### src/rtl/wavhv_pkg.sv
// Package for the WAV header stream validator.
// Holds tags, sizes, divider widths and the format struct; no dependencies.
`default_nettype none
package wavhv_pkg;

  localparam logic [31:0] TagRiff = 32'h52494646;
  localparam logic [31:0] TagWave = 32'h57415645;
  localparam logic [31:0] TagFmt  = 32'h666D7420;
  localparam logic [31:0] TagData = 32'h64617461;

  localparam int unsigned RiffHdrBytes  = 12;
  localparam int unsigned ChunkHdrBytes = 8;
  localparam int unsigned FmtMinBytes   = 16;

  localparam logic [33:0] PosMax = 34'h3FFFFFFFF;

  localparam int unsigned QuotW = 48;
  localparam int unsigned DivdW = 48;
  localparam int unsigned RemW  = 33;

  typedef struct packed {
    logic [15:0] channels;
    logic [31:0] sample_rate;
    logic [31:0] byte_rate;
    logic [15:0] block_align;
    logic [15:0] bits_per_sample;
    logic [31:0] data_bytes;
  } fmt_t;

endpackage
`default_nettype wire

### src/rtl/wav_header_stream_validator_unit.sv
// WAV header stream validator top level: byte parser plus verdict sequencer.
// Depends on wavhv_pkg and wavhv_divider.
// After the tlast transfer the verdict sequencer registers the channel by sample size
// product, checks the format, then for a file that passes runs the divider twice:
// data size by block align, then the duration. A file whose data size is not a
// multiple of block align skips the second division; any other rejected file skips both.
// Throughput: one byte per cycle inside a file; input held while the verdict is built.
// Reset: asynchronous, active low; clears parser state and the output valid.
`default_nettype none
module wav_header_stream_validator_unit (
  input  wire logic         clk_i,
  input  wire logic         rst_ni,
  input  wire logic         s_axis_tvalid,
  output logic              s_axis_tready,
  input  wire logic [7:0]   s_axis_tdata,   // data_byte
  input  wire logic         s_axis_tlast,   // last_byte
  output logic              m_axis_tvalid,
  input  wire logic         m_axis_tready,
  output logic [199:0]      m_axis_tdata,
  // ok, channels, sample_rate, byte_rate, block_align, bits_per_sample,
  // data_bytes, duration_q16, 7 zero bits
  output logic              m_axis_tlast
);

  typedef enum logic [2:0] {
    PhRiff, PhChdr, PhFmt, PhSkip, PhDone
  } phase_e;

  typedef enum logic [2:0] {
    StIn, StMul, StChk, StRem, StWRem, StDur, StWDur, StOut
  } state_e;

  phase_e          ph_q, ph_d;
  state_e          st_q, st_d;
  logic [33:0]     pos_q, pos_d;
  logic [32:0]     rend_q, rend_d;
  logic [32:0]     crem_q, crem_d;
  logic [31:0]     tag_q, tag_d;
  logic [31:0]     fa_q, fa_d;
  logic [127:0]    ff_q, ff_d;
  logic [31:0]     dsz_q, dsz_d;
  logic            fseen_q, fseen_d, fail_q, fail_d;
  logic            ok_q, ok_d;
  logic            ovld_q, ovld_d;
  logic [199:0]    out_q, out_d;
  logic [63:0]     prod_q, prod_d;

  logic [15:0] f_fmt, f_ch, f_align, f_bits;
  logic [31:0] f_rate, f_brate;
  logic [31:0] mul_a, mul_b;
  logic [63:0] mul_p;

  logic                          dv_start, dv_busy, dv_done;
  logic [wavhv_pkg::DivdW-1:0]   dv_num, dv_quot;
  logic [31:0]                   dv_den, dv_rem;

  logic        acc;
  logic [33:0] idx;
  logic [7:0]  b;

  assign f_fmt   = ff_q[15:0];
  assign f_ch    = ff_q[31:16];
  assign f_rate  = ff_q[63:32];
  assign f_brate = ff_q[95:64];
  assign f_align = ff_q[111:96];
  assign f_bits  = ff_q[127:112];

  always_comb begin
    if (st_q == StMul) begin
      mul_a = {16'd0, f_ch};
      mul_b = {19'd0, f_bits[15:3]};
    end else begin
      mul_a = f_rate;
      mul_b = {16'd0, f_align};
    end
    mul_p = mul_a * mul_b;
  end

  wavhv_divider u_div (
    .clk_i      (clk_i),
    .rst_ni     (rst_ni),
    .start_i    (dv_start),
    .dividend_i (dv_num),
    .divisor_i  (dv_den),
    .busy_o     (dv_busy),
    .done_o     (dv_done),
    .quot_o     (dv_quot),
    .rem_o      (dv_rem)
  );

  assign s_axis_tready = (st_q == StIn);
  assign acc = s_axis_tvalid && s_axis_tready;
  assign b = s_axis_tdata;
  assign idx = pos_q;

  always_comb begin
    logic [32:0] pad;
    logic [34:0] endp;
    logic [31:0] sz;
    logic        nc;
    pad  = '0;
    endp = '0;
    sz   = '0;
    nc   = 1'b0;
    ph_d = ph_q; pos_d = pos_q; rend_d = rend_q; crem_d = crem_q;
    tag_d = tag_q; fa_d = fa_q; ff_d = ff_q; dsz_d = dsz_q;
    fseen_d = fseen_q; fail_d = fail_q; st_d = st_q; ok_d = ok_q;
    ovld_d = ovld_q; out_d = out_q; prod_d = prod_q;
    dv_start = 1'b0;
    dv_num = '0;
    dv_den = '0;
    if (ovld_q && m_axis_tready) ovld_d = 1'b0;
    unique case (st_q)
      StIn: begin
        if (acc) begin
          if (!fail_q) begin
            if (pos_q < wavhv_pkg::PosMax) pos_d = pos_q + 34'd1;
            unique case (ph_q)
              PhRiff: begin
                tag_d = {tag_q[23:0], b};
                if (idx >= 34'd4 && idx < 34'd8) fa_d = {b, fa_q[31:8]};
                if (idx == 34'd3 && tag_d != wavhv_pkg::TagRiff) fail_d = 1'b1;
                if (idx == 34'(wavhv_pkg::RiffHdrBytes - 1)) begin
                  if (tag_d != wavhv_pkg::TagWave || fa_q < 32'd4) fail_d = 1'b1;
                  else begin
                    rend_d = {1'b0, fa_q} + 33'd8;
                    nc = 1'b1;
                  end
                end
              end
              PhChdr: begin
                if (crem_q > 33'd4) tag_d = {tag_q[23:0], b};
                else fa_d = {b, fa_q[31:8]};
                crem_d = crem_q - 33'd1;
                if (crem_d == 33'd0) begin
                  sz   = fa_d;
                  pad  = {1'b0, sz} + {32'd0, sz[0]};
                  endp = {1'b0, pos_d} + {2'b00, pad};
                  if (endp > {2'b00, rend_q}) fail_d = 1'b1;
                  else begin
                    crem_d = pad;
                    fa_d = '0;
                    if (tag_d == wavhv_pkg::TagFmt && sz >= 32'(wavhv_pkg::FmtMinBytes)
                        && !fseen_q) begin
                      ph_d = PhFmt;
                    end else if (tag_d == wavhv_pkg::TagData &&
                                 (sz == 32'd0 || dsz_q != 32'd0)) begin
                      fail_d = 1'b1;
                    end else begin
                      if (tag_d == wavhv_pkg::TagData) dsz_d = sz;
                      ph_d = PhSkip;
                      if (pad == 33'd0) nc = 1'b1;
                    end
                  end
                end
              end
              PhFmt: begin
                if (fa_q < 32'(wavhv_pkg::FmtMinBytes)) begin
                  ff_d[{fa_q[3:0], 3'b000} +: 8] = b;
                  fa_d = fa_q + 32'd1;
                  if (fa_d == 32'(wavhv_pkg::FmtMinBytes)) begin
                    // format is checked in the verdict sequence after tlast; fold into fseen
                    fseen_d = 1'b1;
                  end
                end
                if (crem_q != 33'd0) crem_d = crem_q - 33'd1;
                if (crem_d == 33'd0) nc = 1'b1;
              end
              PhSkip: begin
                if (crem_q != 33'd0) crem_d = crem_q - 33'd1;
                if (crem_d == 33'd0) nc = 1'b1;
              end
              default: ;
            endcase
            if (nc) begin
              if ({1'b0, pos_d} == {2'b00, rend_d}) ph_d = PhDone;
              else if ({1'b0, pos_d} > {2'b00, rend_d} ||
                       ({2'b00, rend_d} - {1'b0, pos_d}) < 35'(wavhv_pkg::ChunkHdrBytes))
                fail_d = 1'b1;
              else begin
                ph_d = PhChdr;
                crem_d = 33'(wavhv_pkg::ChunkHdrBytes);
                tag_d = '0;
                fa_d = '0;
              end
            end
          end
          if (s_axis_tlast) st_d = StMul;
        end
      end
      StMul: begin
        prod_d = mul_p;
        st_d = StChk;
      end
      StChk: begin
        ok_d = !fail_q && ph_q == PhDone && fseen_q && dsz_q != 32'd0 &&
               f_fmt == 16'd1 && f_ch != 16'd0 && f_rate != 32'd0 &&
               f_bits != 16'd0 && f_bits[2:0] == 3'd0 && prod_q[31:0] != 32'd0 &&
               prod_q[63:16] == 48'd0 && f_align == prod_q[15:0] &&
               mul_p[63:32] == 32'd0 && f_brate == mul_p[31:0];
        st_d = StRem;
      end
      StRem: begin
        if (ok_q) begin
          dv_start = 1'b1;
          dv_num = {16'd0, dsz_q};
          dv_den = {16'd0, f_align};
          st_d = StWRem;
        end else st_d = StOut;
      end
      StWRem: begin
        if (dv_done) begin
          if (dv_rem != 32'd0) ok_d = 1'b0;
          st_d = StDur;
        end
      end
      StDur: begin
        if (ok_q) begin
          dv_start = 1'b1;
          dv_num = {dsz_q, 16'd0};
          dv_den = f_brate;
          st_d = StWDur;
        end else st_d = StOut;
      end
      StWDur: if (dv_done) st_d = StOut;
      StOut: begin
        if (!ovld_q) begin
          ovld_d = 1'b1;
          if (ok_q)
            out_d = {7'd0, dv_quot, dsz_q, f_bits, f_align, f_brate, f_rate, f_ch, 1'b1};
          else out_d = '0;
          st_d = StIn;
          ph_d = PhRiff; pos_d = '0; rend_d = '0; crem_d = '0; tag_d = '0;
          fa_d = '0; ff_d = '0; dsz_d = '0; fseen_d = 1'b0; fail_d = 1'b0;
          ok_d = 1'b0;
        end
      end
      default: st_d = StIn;
    endcase
  end

  always_ff @(posedge clk_i or negedge rst_ni) begin
    if (!rst_ni) begin
      st_q <= StIn; ph_q <= PhRiff; pos_q <= '0; rend_q <= '0; crem_q <= '0;
      tag_q <= '0; fa_q <= '0; ff_q <= '0; dsz_q <= '0; fseen_q <= 1'b0;
      fail_q <= 1'b0; ok_q <= 1'b0; ovld_q <= 1'b0;
    end else begin
      st_q <= st_d; ph_q <= ph_d; pos_q <= pos_d; rend_q <= rend_d; crem_q <= crem_d;
      tag_q <= tag_d; fa_q <= fa_d; ff_q <= ff_d; dsz_q <= dsz_d; fseen_q <= fseen_d;
      fail_q <= fail_d; ok_q <= ok_d; ovld_q <= ovld_d;
    end
  end

  always_ff @(posedge clk_i) begin
    out_q  <= out_d;
    prod_q <= prod_d;
  end

  assign m_axis_tvalid = ovld_q;
  assign m_axis_tdata  = out_q;
  assign m_axis_tlast  = 1'b1;

  a_no_accept_busy: assert property (@(posedge clk_i) disable iff (!rst_ni)
    (st_q != StIn) |-> !s_axis_tready) else $error("accept while busy");
  a_div_idle_in: assert property (@(posedge clk_i) disable iff (!rst_ni)
    (st_q == StIn) |-> !dv_busy) else $error("divider busy while parsing");
  a_last_starts: assert property (@(posedge clk_i) disable iff (!rst_ni)
    (acc && s_axis_tlast) |=> (st_q == StMul)) else $error("verdict not started");

endmodule
`default_nettype wire

### src/rtl/wavhv_divider.sv
// Restoring divider: one quotient bit per cycle while busy, shared for all division work.
// Depends on wavhv_pkg.
`default_nettype none
module wavhv_divider (
  input  wire logic                         clk_i,
  input  wire logic                         rst_ni,
  input  wire logic                         start_i,
  input  wire logic [wavhv_pkg::DivdW-1:0]  dividend_i,
  input  wire logic [31:0]                  divisor_i,
  output logic                              busy_o,
  output logic                              done_o,
  output logic [wavhv_pkg::QuotW-1:0]       quot_o,
  output logic [31:0]                       rem_o
);

  logic [5:0]                      cnt_q, cnt_d;
  logic                            busy_q, busy_d, done_q, done_d;
  logic [wavhv_pkg::DivdW-1:0]     num_q, num_d;
  logic [wavhv_pkg::RemW-1:0]      rem_q, rem_d;
  logic [31:0]                     dvs_q, dvs_d;
  logic [wavhv_pkg::RemW-1:0]      trial;
  logic [wavhv_pkg::RemW:0]        diff;

  always_comb begin
    trial = {rem_q[wavhv_pkg::RemW-2:0], num_q[wavhv_pkg::DivdW-1]};
    diff  = {1'b0, trial} - {2'b00, dvs_q};
    cnt_d = cnt_q;
    busy_d = busy_q;
    done_d = 1'b0;
    num_d = num_q;
    rem_d = rem_q;
    dvs_d = dvs_q;
    if (start_i && !busy_q) begin
      busy_d = 1'b1;
      cnt_d  = 6'(wavhv_pkg::DivdW);
      num_d  = dividend_i;
      rem_d  = '0;
      dvs_d  = divisor_i;
    end else if (busy_q) begin
      if (diff[wavhv_pkg::RemW]) begin
        rem_d = trial;
        num_d = {num_q[wavhv_pkg::DivdW-2:0], 1'b0};
      end else begin
        rem_d = diff[wavhv_pkg::RemW-1:0];
        num_d = {num_q[wavhv_pkg::DivdW-2:0], 1'b1};
      end
      cnt_d = cnt_q - 6'd1;
      if (cnt_q == 6'd1) begin
        busy_d = 1'b0;
        done_d = 1'b1;
      end
    end
  end

  always_ff @(posedge clk_i or negedge rst_ni) begin
    if (!rst_ni) begin
      cnt_q  <= '0;
      busy_q <= 1'b0;
      done_q <= 1'b0;
    end else begin
      cnt_q  <= cnt_d;
      busy_q <= busy_d;
      done_q <= done_d;
    end
  end

  always_ff @(posedge clk_i) begin
    num_q <= num_d;
    rem_q <= rem_d;
    dvs_q <= dvs_d;
  end

  assign busy_o = busy_q;
  assign done_o = done_q;
  assign quot_o = num_q;
  assign rem_o  = rem_q[31:0];

endmodule
`default_nettype wire

### config.mk
export PLATFORM = sky130hd
export DESIGN_NAME = wav_header_stream_validator_unit
export DESIGN_NICKNAME = d
export VERILOG_FILES = /design/src/rtl/wavhv_pkg.sv /design/src/rtl/wav_header_stream_validator_unit.sv /design/src/rtl/wavhv_divider.sv
export SDC_FILE = /design/constraint.sdc
export NUM_CORES = 2
export LEC_CHECK = 0
export BUFFER_PORTS_ARGS = -buffer_cell sky130_fd_sc_hd__buf_2
export CAP_MARGIN = 40
export CORE_ASPECT_RATIO = 2
export CORE_MARGIN = 5
export CORE_UTILIZATION = 25
export CTS_BUF_LIST = sky130_fd_sc_hd__clkbuf_16
export DETAILED_ROUTE_END_ITERATION = 7
export GPL_ROUTABILITY_DRIVEN = 0
export GPL_TIMING_DRIVEN = 0
export PLACE_DENSITY = 0.49
export SYNTH_ARGS = -nofsm -noshare
export SYNTH_HDL_FRONTEND = slang
export SYNTH_SLANG_ARGS = --single-unit
### constraint.sdc
create_clock -name clk_i -period 10.8 [get_ports clk_i]
set_input_delay 1.62 -clock clk_i [delete_from_list [all_inputs] [get_ports clk_i]]
set_output_delay 1.62 -clock clk_i [all_outputs]
set_load 0.03 [all_outputs]
==> flow_summary.json <==
{
  "grt_start_max_net_pins": 105,
  "global_route.usage.total_pct": 21.82,
  "chipHeight_microns": 679.5,
  "yosys_warnings": 0,
  "syn-cell-area_sq_um": 56030,
  "crit_slowest_cell": "or4_4",
  "h_tree_lvl_count": 3,
  "path_class": "flip-flop to flip-flop",
  "postSynthCellCount": 5975,
  "floorplan.die_area_sq_um": 234300,
  "syn_to_final_growth_pct": 17.40,
  "synth_fa_ha_area_share_pct": 21.09,
  "final.setup.tns_ns": 0,
  "rows": 245,
  "cts.hold.buffers_added": 0,
  "first_global_vias": 51010,
  "timing.slew.headroom_pct": 33.14,
  "cp_slowest_stage_delay_ns": 0.60,
  "post_layout_min_period_ns": 10.63,
  "routed-via-count": 49260,
  "finish.cell_count_without_fillers": 9435,
  "globalRoute.totalOverflow": 0,
  "maximum_frequency_from_static_timing_analysis_ghz": 0.09409,
  "status": "finished clean",
  "synth_area_per_cell_sq_um": 9.378,
  "clk_pin_slew_ns": 0.07,
  "wire_length_of_the_first_global_routing_pass_microns": 367300,
  "post_route_cells_drive_above_1_share_pct": 10.71,
  "final_common_cell": "nand2_1",
  "initial_utilization_pct": 25.14,
  "detail-route-antenna-nets": 0,
  "pins_over_slew_limit": 0,
  "root_buffer": "clkbuf_16",
  "portion_of_netlist_area_occupied_by_mux_cells_pct": 1.882,
  "synth_top_flop_cell": "dfrtp_1",
  "post_synth_num_cell_types": 101,
  "cp_data_required_time_ns": 11.32,
  "power.ir.vdd_worst_mv": 0.1240,
  "synth-compound-area-share_pct": 13.25,
  "finalClockSkew_ns": 0.08004,
  "design.core.area_sq_um": 222900,
  "cellLeakagePower_uw": 0.02900,
  "number_of_antenna_violations_at_the_first_check_in_global_routing": 27,
  "worstSetupEndpointType": "flip-flop",
  "critPathMaxFanout": 19,
  "synth.ff_latch_count": 698,
  "report.final.setup_viol": 0,
  "place_inst": 9270,
  "synth_simple_gate_area_share_pct": 18.55,
  "async_reset_ff_share_pct": 49.00,
  "postRouteWirelength_microns": 261200,
  "clock_sink_count": 698,
  "synth-edff-count": 324,
  "cts_buffers": 74,
  "maxCapViolations": 0,
  "startpoint_class": "flip-flop",
  "finalHoldViolations": 0,
  "grt_setup_unrepaired": "no",
  "tightest_hold_check_type": "flip-flop to flip-flop",
  "main_combinational_cell_family_by_area_after_synthesis": "adder cells",
  "boundary_pins": 216,
  "cts_tree": "built",
  "detail_route.vias_per_cell": 5.221,
  "worstPathArrival_ns": 11.14,
  "p_per_area_nw_per_um2": 131.9,
  "synth_xor_area_share_pct": 4.817,
  "routedWlPerCell_microns": 27.69,
  "remaining_drc_errors": 0,
  "dr.first_iter.drc_count": 3920,
  "drt-pass1-iter-count": 8,
  "cts.path.max_buffers": 3,
  "leading_cell_types_in_the_layout_fill_and_taps_excluded": "758 x nand2_1, 611 x inv_1, 418 x fa_1, 339 x dfrtp_1, 324 x edfxtp_1",
  "placement.io_buffers": 207,
  "timing_worst_slew_pin_value_ns": 0.9952,
  "fin_crit_sh_pct": 98.41,
  "die-width_microns": 344.8,
  "dpl.hpwl_microns": 209900,
  "layout.nets": 7103,
  "clk-insertion-delay-late_ns": 0.74,
  "worst_hold_slack_ns": 0.4857,
  "post_synthesis_sequential_area_ratio_pct": 33.78
}
## routing by layer
metal / global-route usage (%) / routed length, microns / vias to the layer above / part of all wire [%]
met4: 20.55 / 32390 / 14 / 12
met2: 38.94 / 131200 / 2450 / 50
met1: 21.08 / 82820 / 24340 / 32
met3: 3.544 / 14740 / 1073 / 5.6
met5: 0 / 92 / - / 0.035
li1: - / - / 21380 / -
## cells in the mapped netlist (114+ instances only)
master | n | area (sq um)
and3_1 | 133 | 832.1
o21ai_0 | 264 | 1321
clkbuf_1 | 298 | 1119
edfxtp_1 | 324 | 9729
nand2_1 | 775 | 2909
and2_1 | 234 | 1464
fa_1 | 421 | 8428
a22o_1 | 114 | 998.5
xnor2_1 | 209 | 1831
nand3_1 | 175 | 875.8
inv_1 | 604 | 2267
nor3_1 | 125 | 625.6
dfrtp_1 | 342 | 8558
a21oi_1 | 225 | 1126
nor2_1 | 319 | 1197
ha_1 | 271 | 3391
## stage by stage
stage | util, % | area (sq um) | total power [uW] | setup WS (ns)
after global routing | 29.51 | 65760 | 8941 | 0.001260
after CTS | 29.31 | 65310 | 8692 | -0.01679
final | 29.52 | 65780 | 8675 | 0.1715
after global placement | 27.28 | 60810 | 5856 | -3.233
after floorplan | - | 56060 | 4848 | 0.3601
after detailed placement | 27.94 | 62270 | 5870 | -2.043
## layout make-up
cell class	instances	area (sq um)
clock buffer	76	1902
inverter	605	2280
tap	2964	3709
sequential	698	18930
fill	23580	157100
buffer	332	1488
multi-input combinational	4330	34030
timing repair buffer	357	2748
antenna	11	27.53
clock inverter	62	666.9
## timing repair
action	in CTS	in global routing
resized for setup	113	79
hold endpoints to repair	0	0
pin swaps	7	15
gates cloned	1	2
buffers inserted	6	14
setup endpoints to repair	140	134
## flip-flops by register name, indices dropped and copies added (netlist names), 33 cells and up
| signal | count |
|---|---|
| idx | 34 |
| u_div.quot_o | 48 |
| rend_q | 33 |
| ff_q | 128 |
| m_axis_tdata | 193 |
| prod_q | 51 |
| crem_q | 33 |
## worst max-delay path, delay by kind of cell (launching register included)
| family | cells | cell delay (ns) |
|---|---|---|
| buf+inv | 9 | 1.65 |
| flops | 1 | 0.36 |
| compound gates | 16 | 3.38 |
| simple gates | 12 | 3.14 |
| mux | 1 | 0.18 |
| xor+xnor | 2 | 0.81 |
| fa+ha+maj | 3 | 0.84 |
## path summary, 6_finish.rpt
path	from	endpoint	slack, ns	depth (start not counted)
min in group asynchronous	rst_ni	crem_q[22]	0.88	1
max in group asynchronous	rst_ni	st_q[1]	8.47	3
worst min register to register	ff_q[0]	ff_q[0]	0.49	1
worst max-delay path	crem_q[21]	crem_q[16]	0.17	43
worst min-delay path	ff_q[0]	ff_q[0]	0.49	1
worst max register to register	crem_q[21]	crem_q[16]	0.17	43
## cells by family after synthesis
logic type | after synthesis
AOI/OAI and AO/OA | 1100
xor gates and xnor gates | 301
adders and majority gates | 692
buffers and inverters | 954
DFF | 698
muxes | 101
other | 2
and+or+nand+nor | 2127
## where the power goes
group,internal [uW],switching (uW)
clock network,1470,1320
logic,623,1820
registers,3220,220
total,5310,3370
Note: power is estimated with default switching activity, not from simulation.
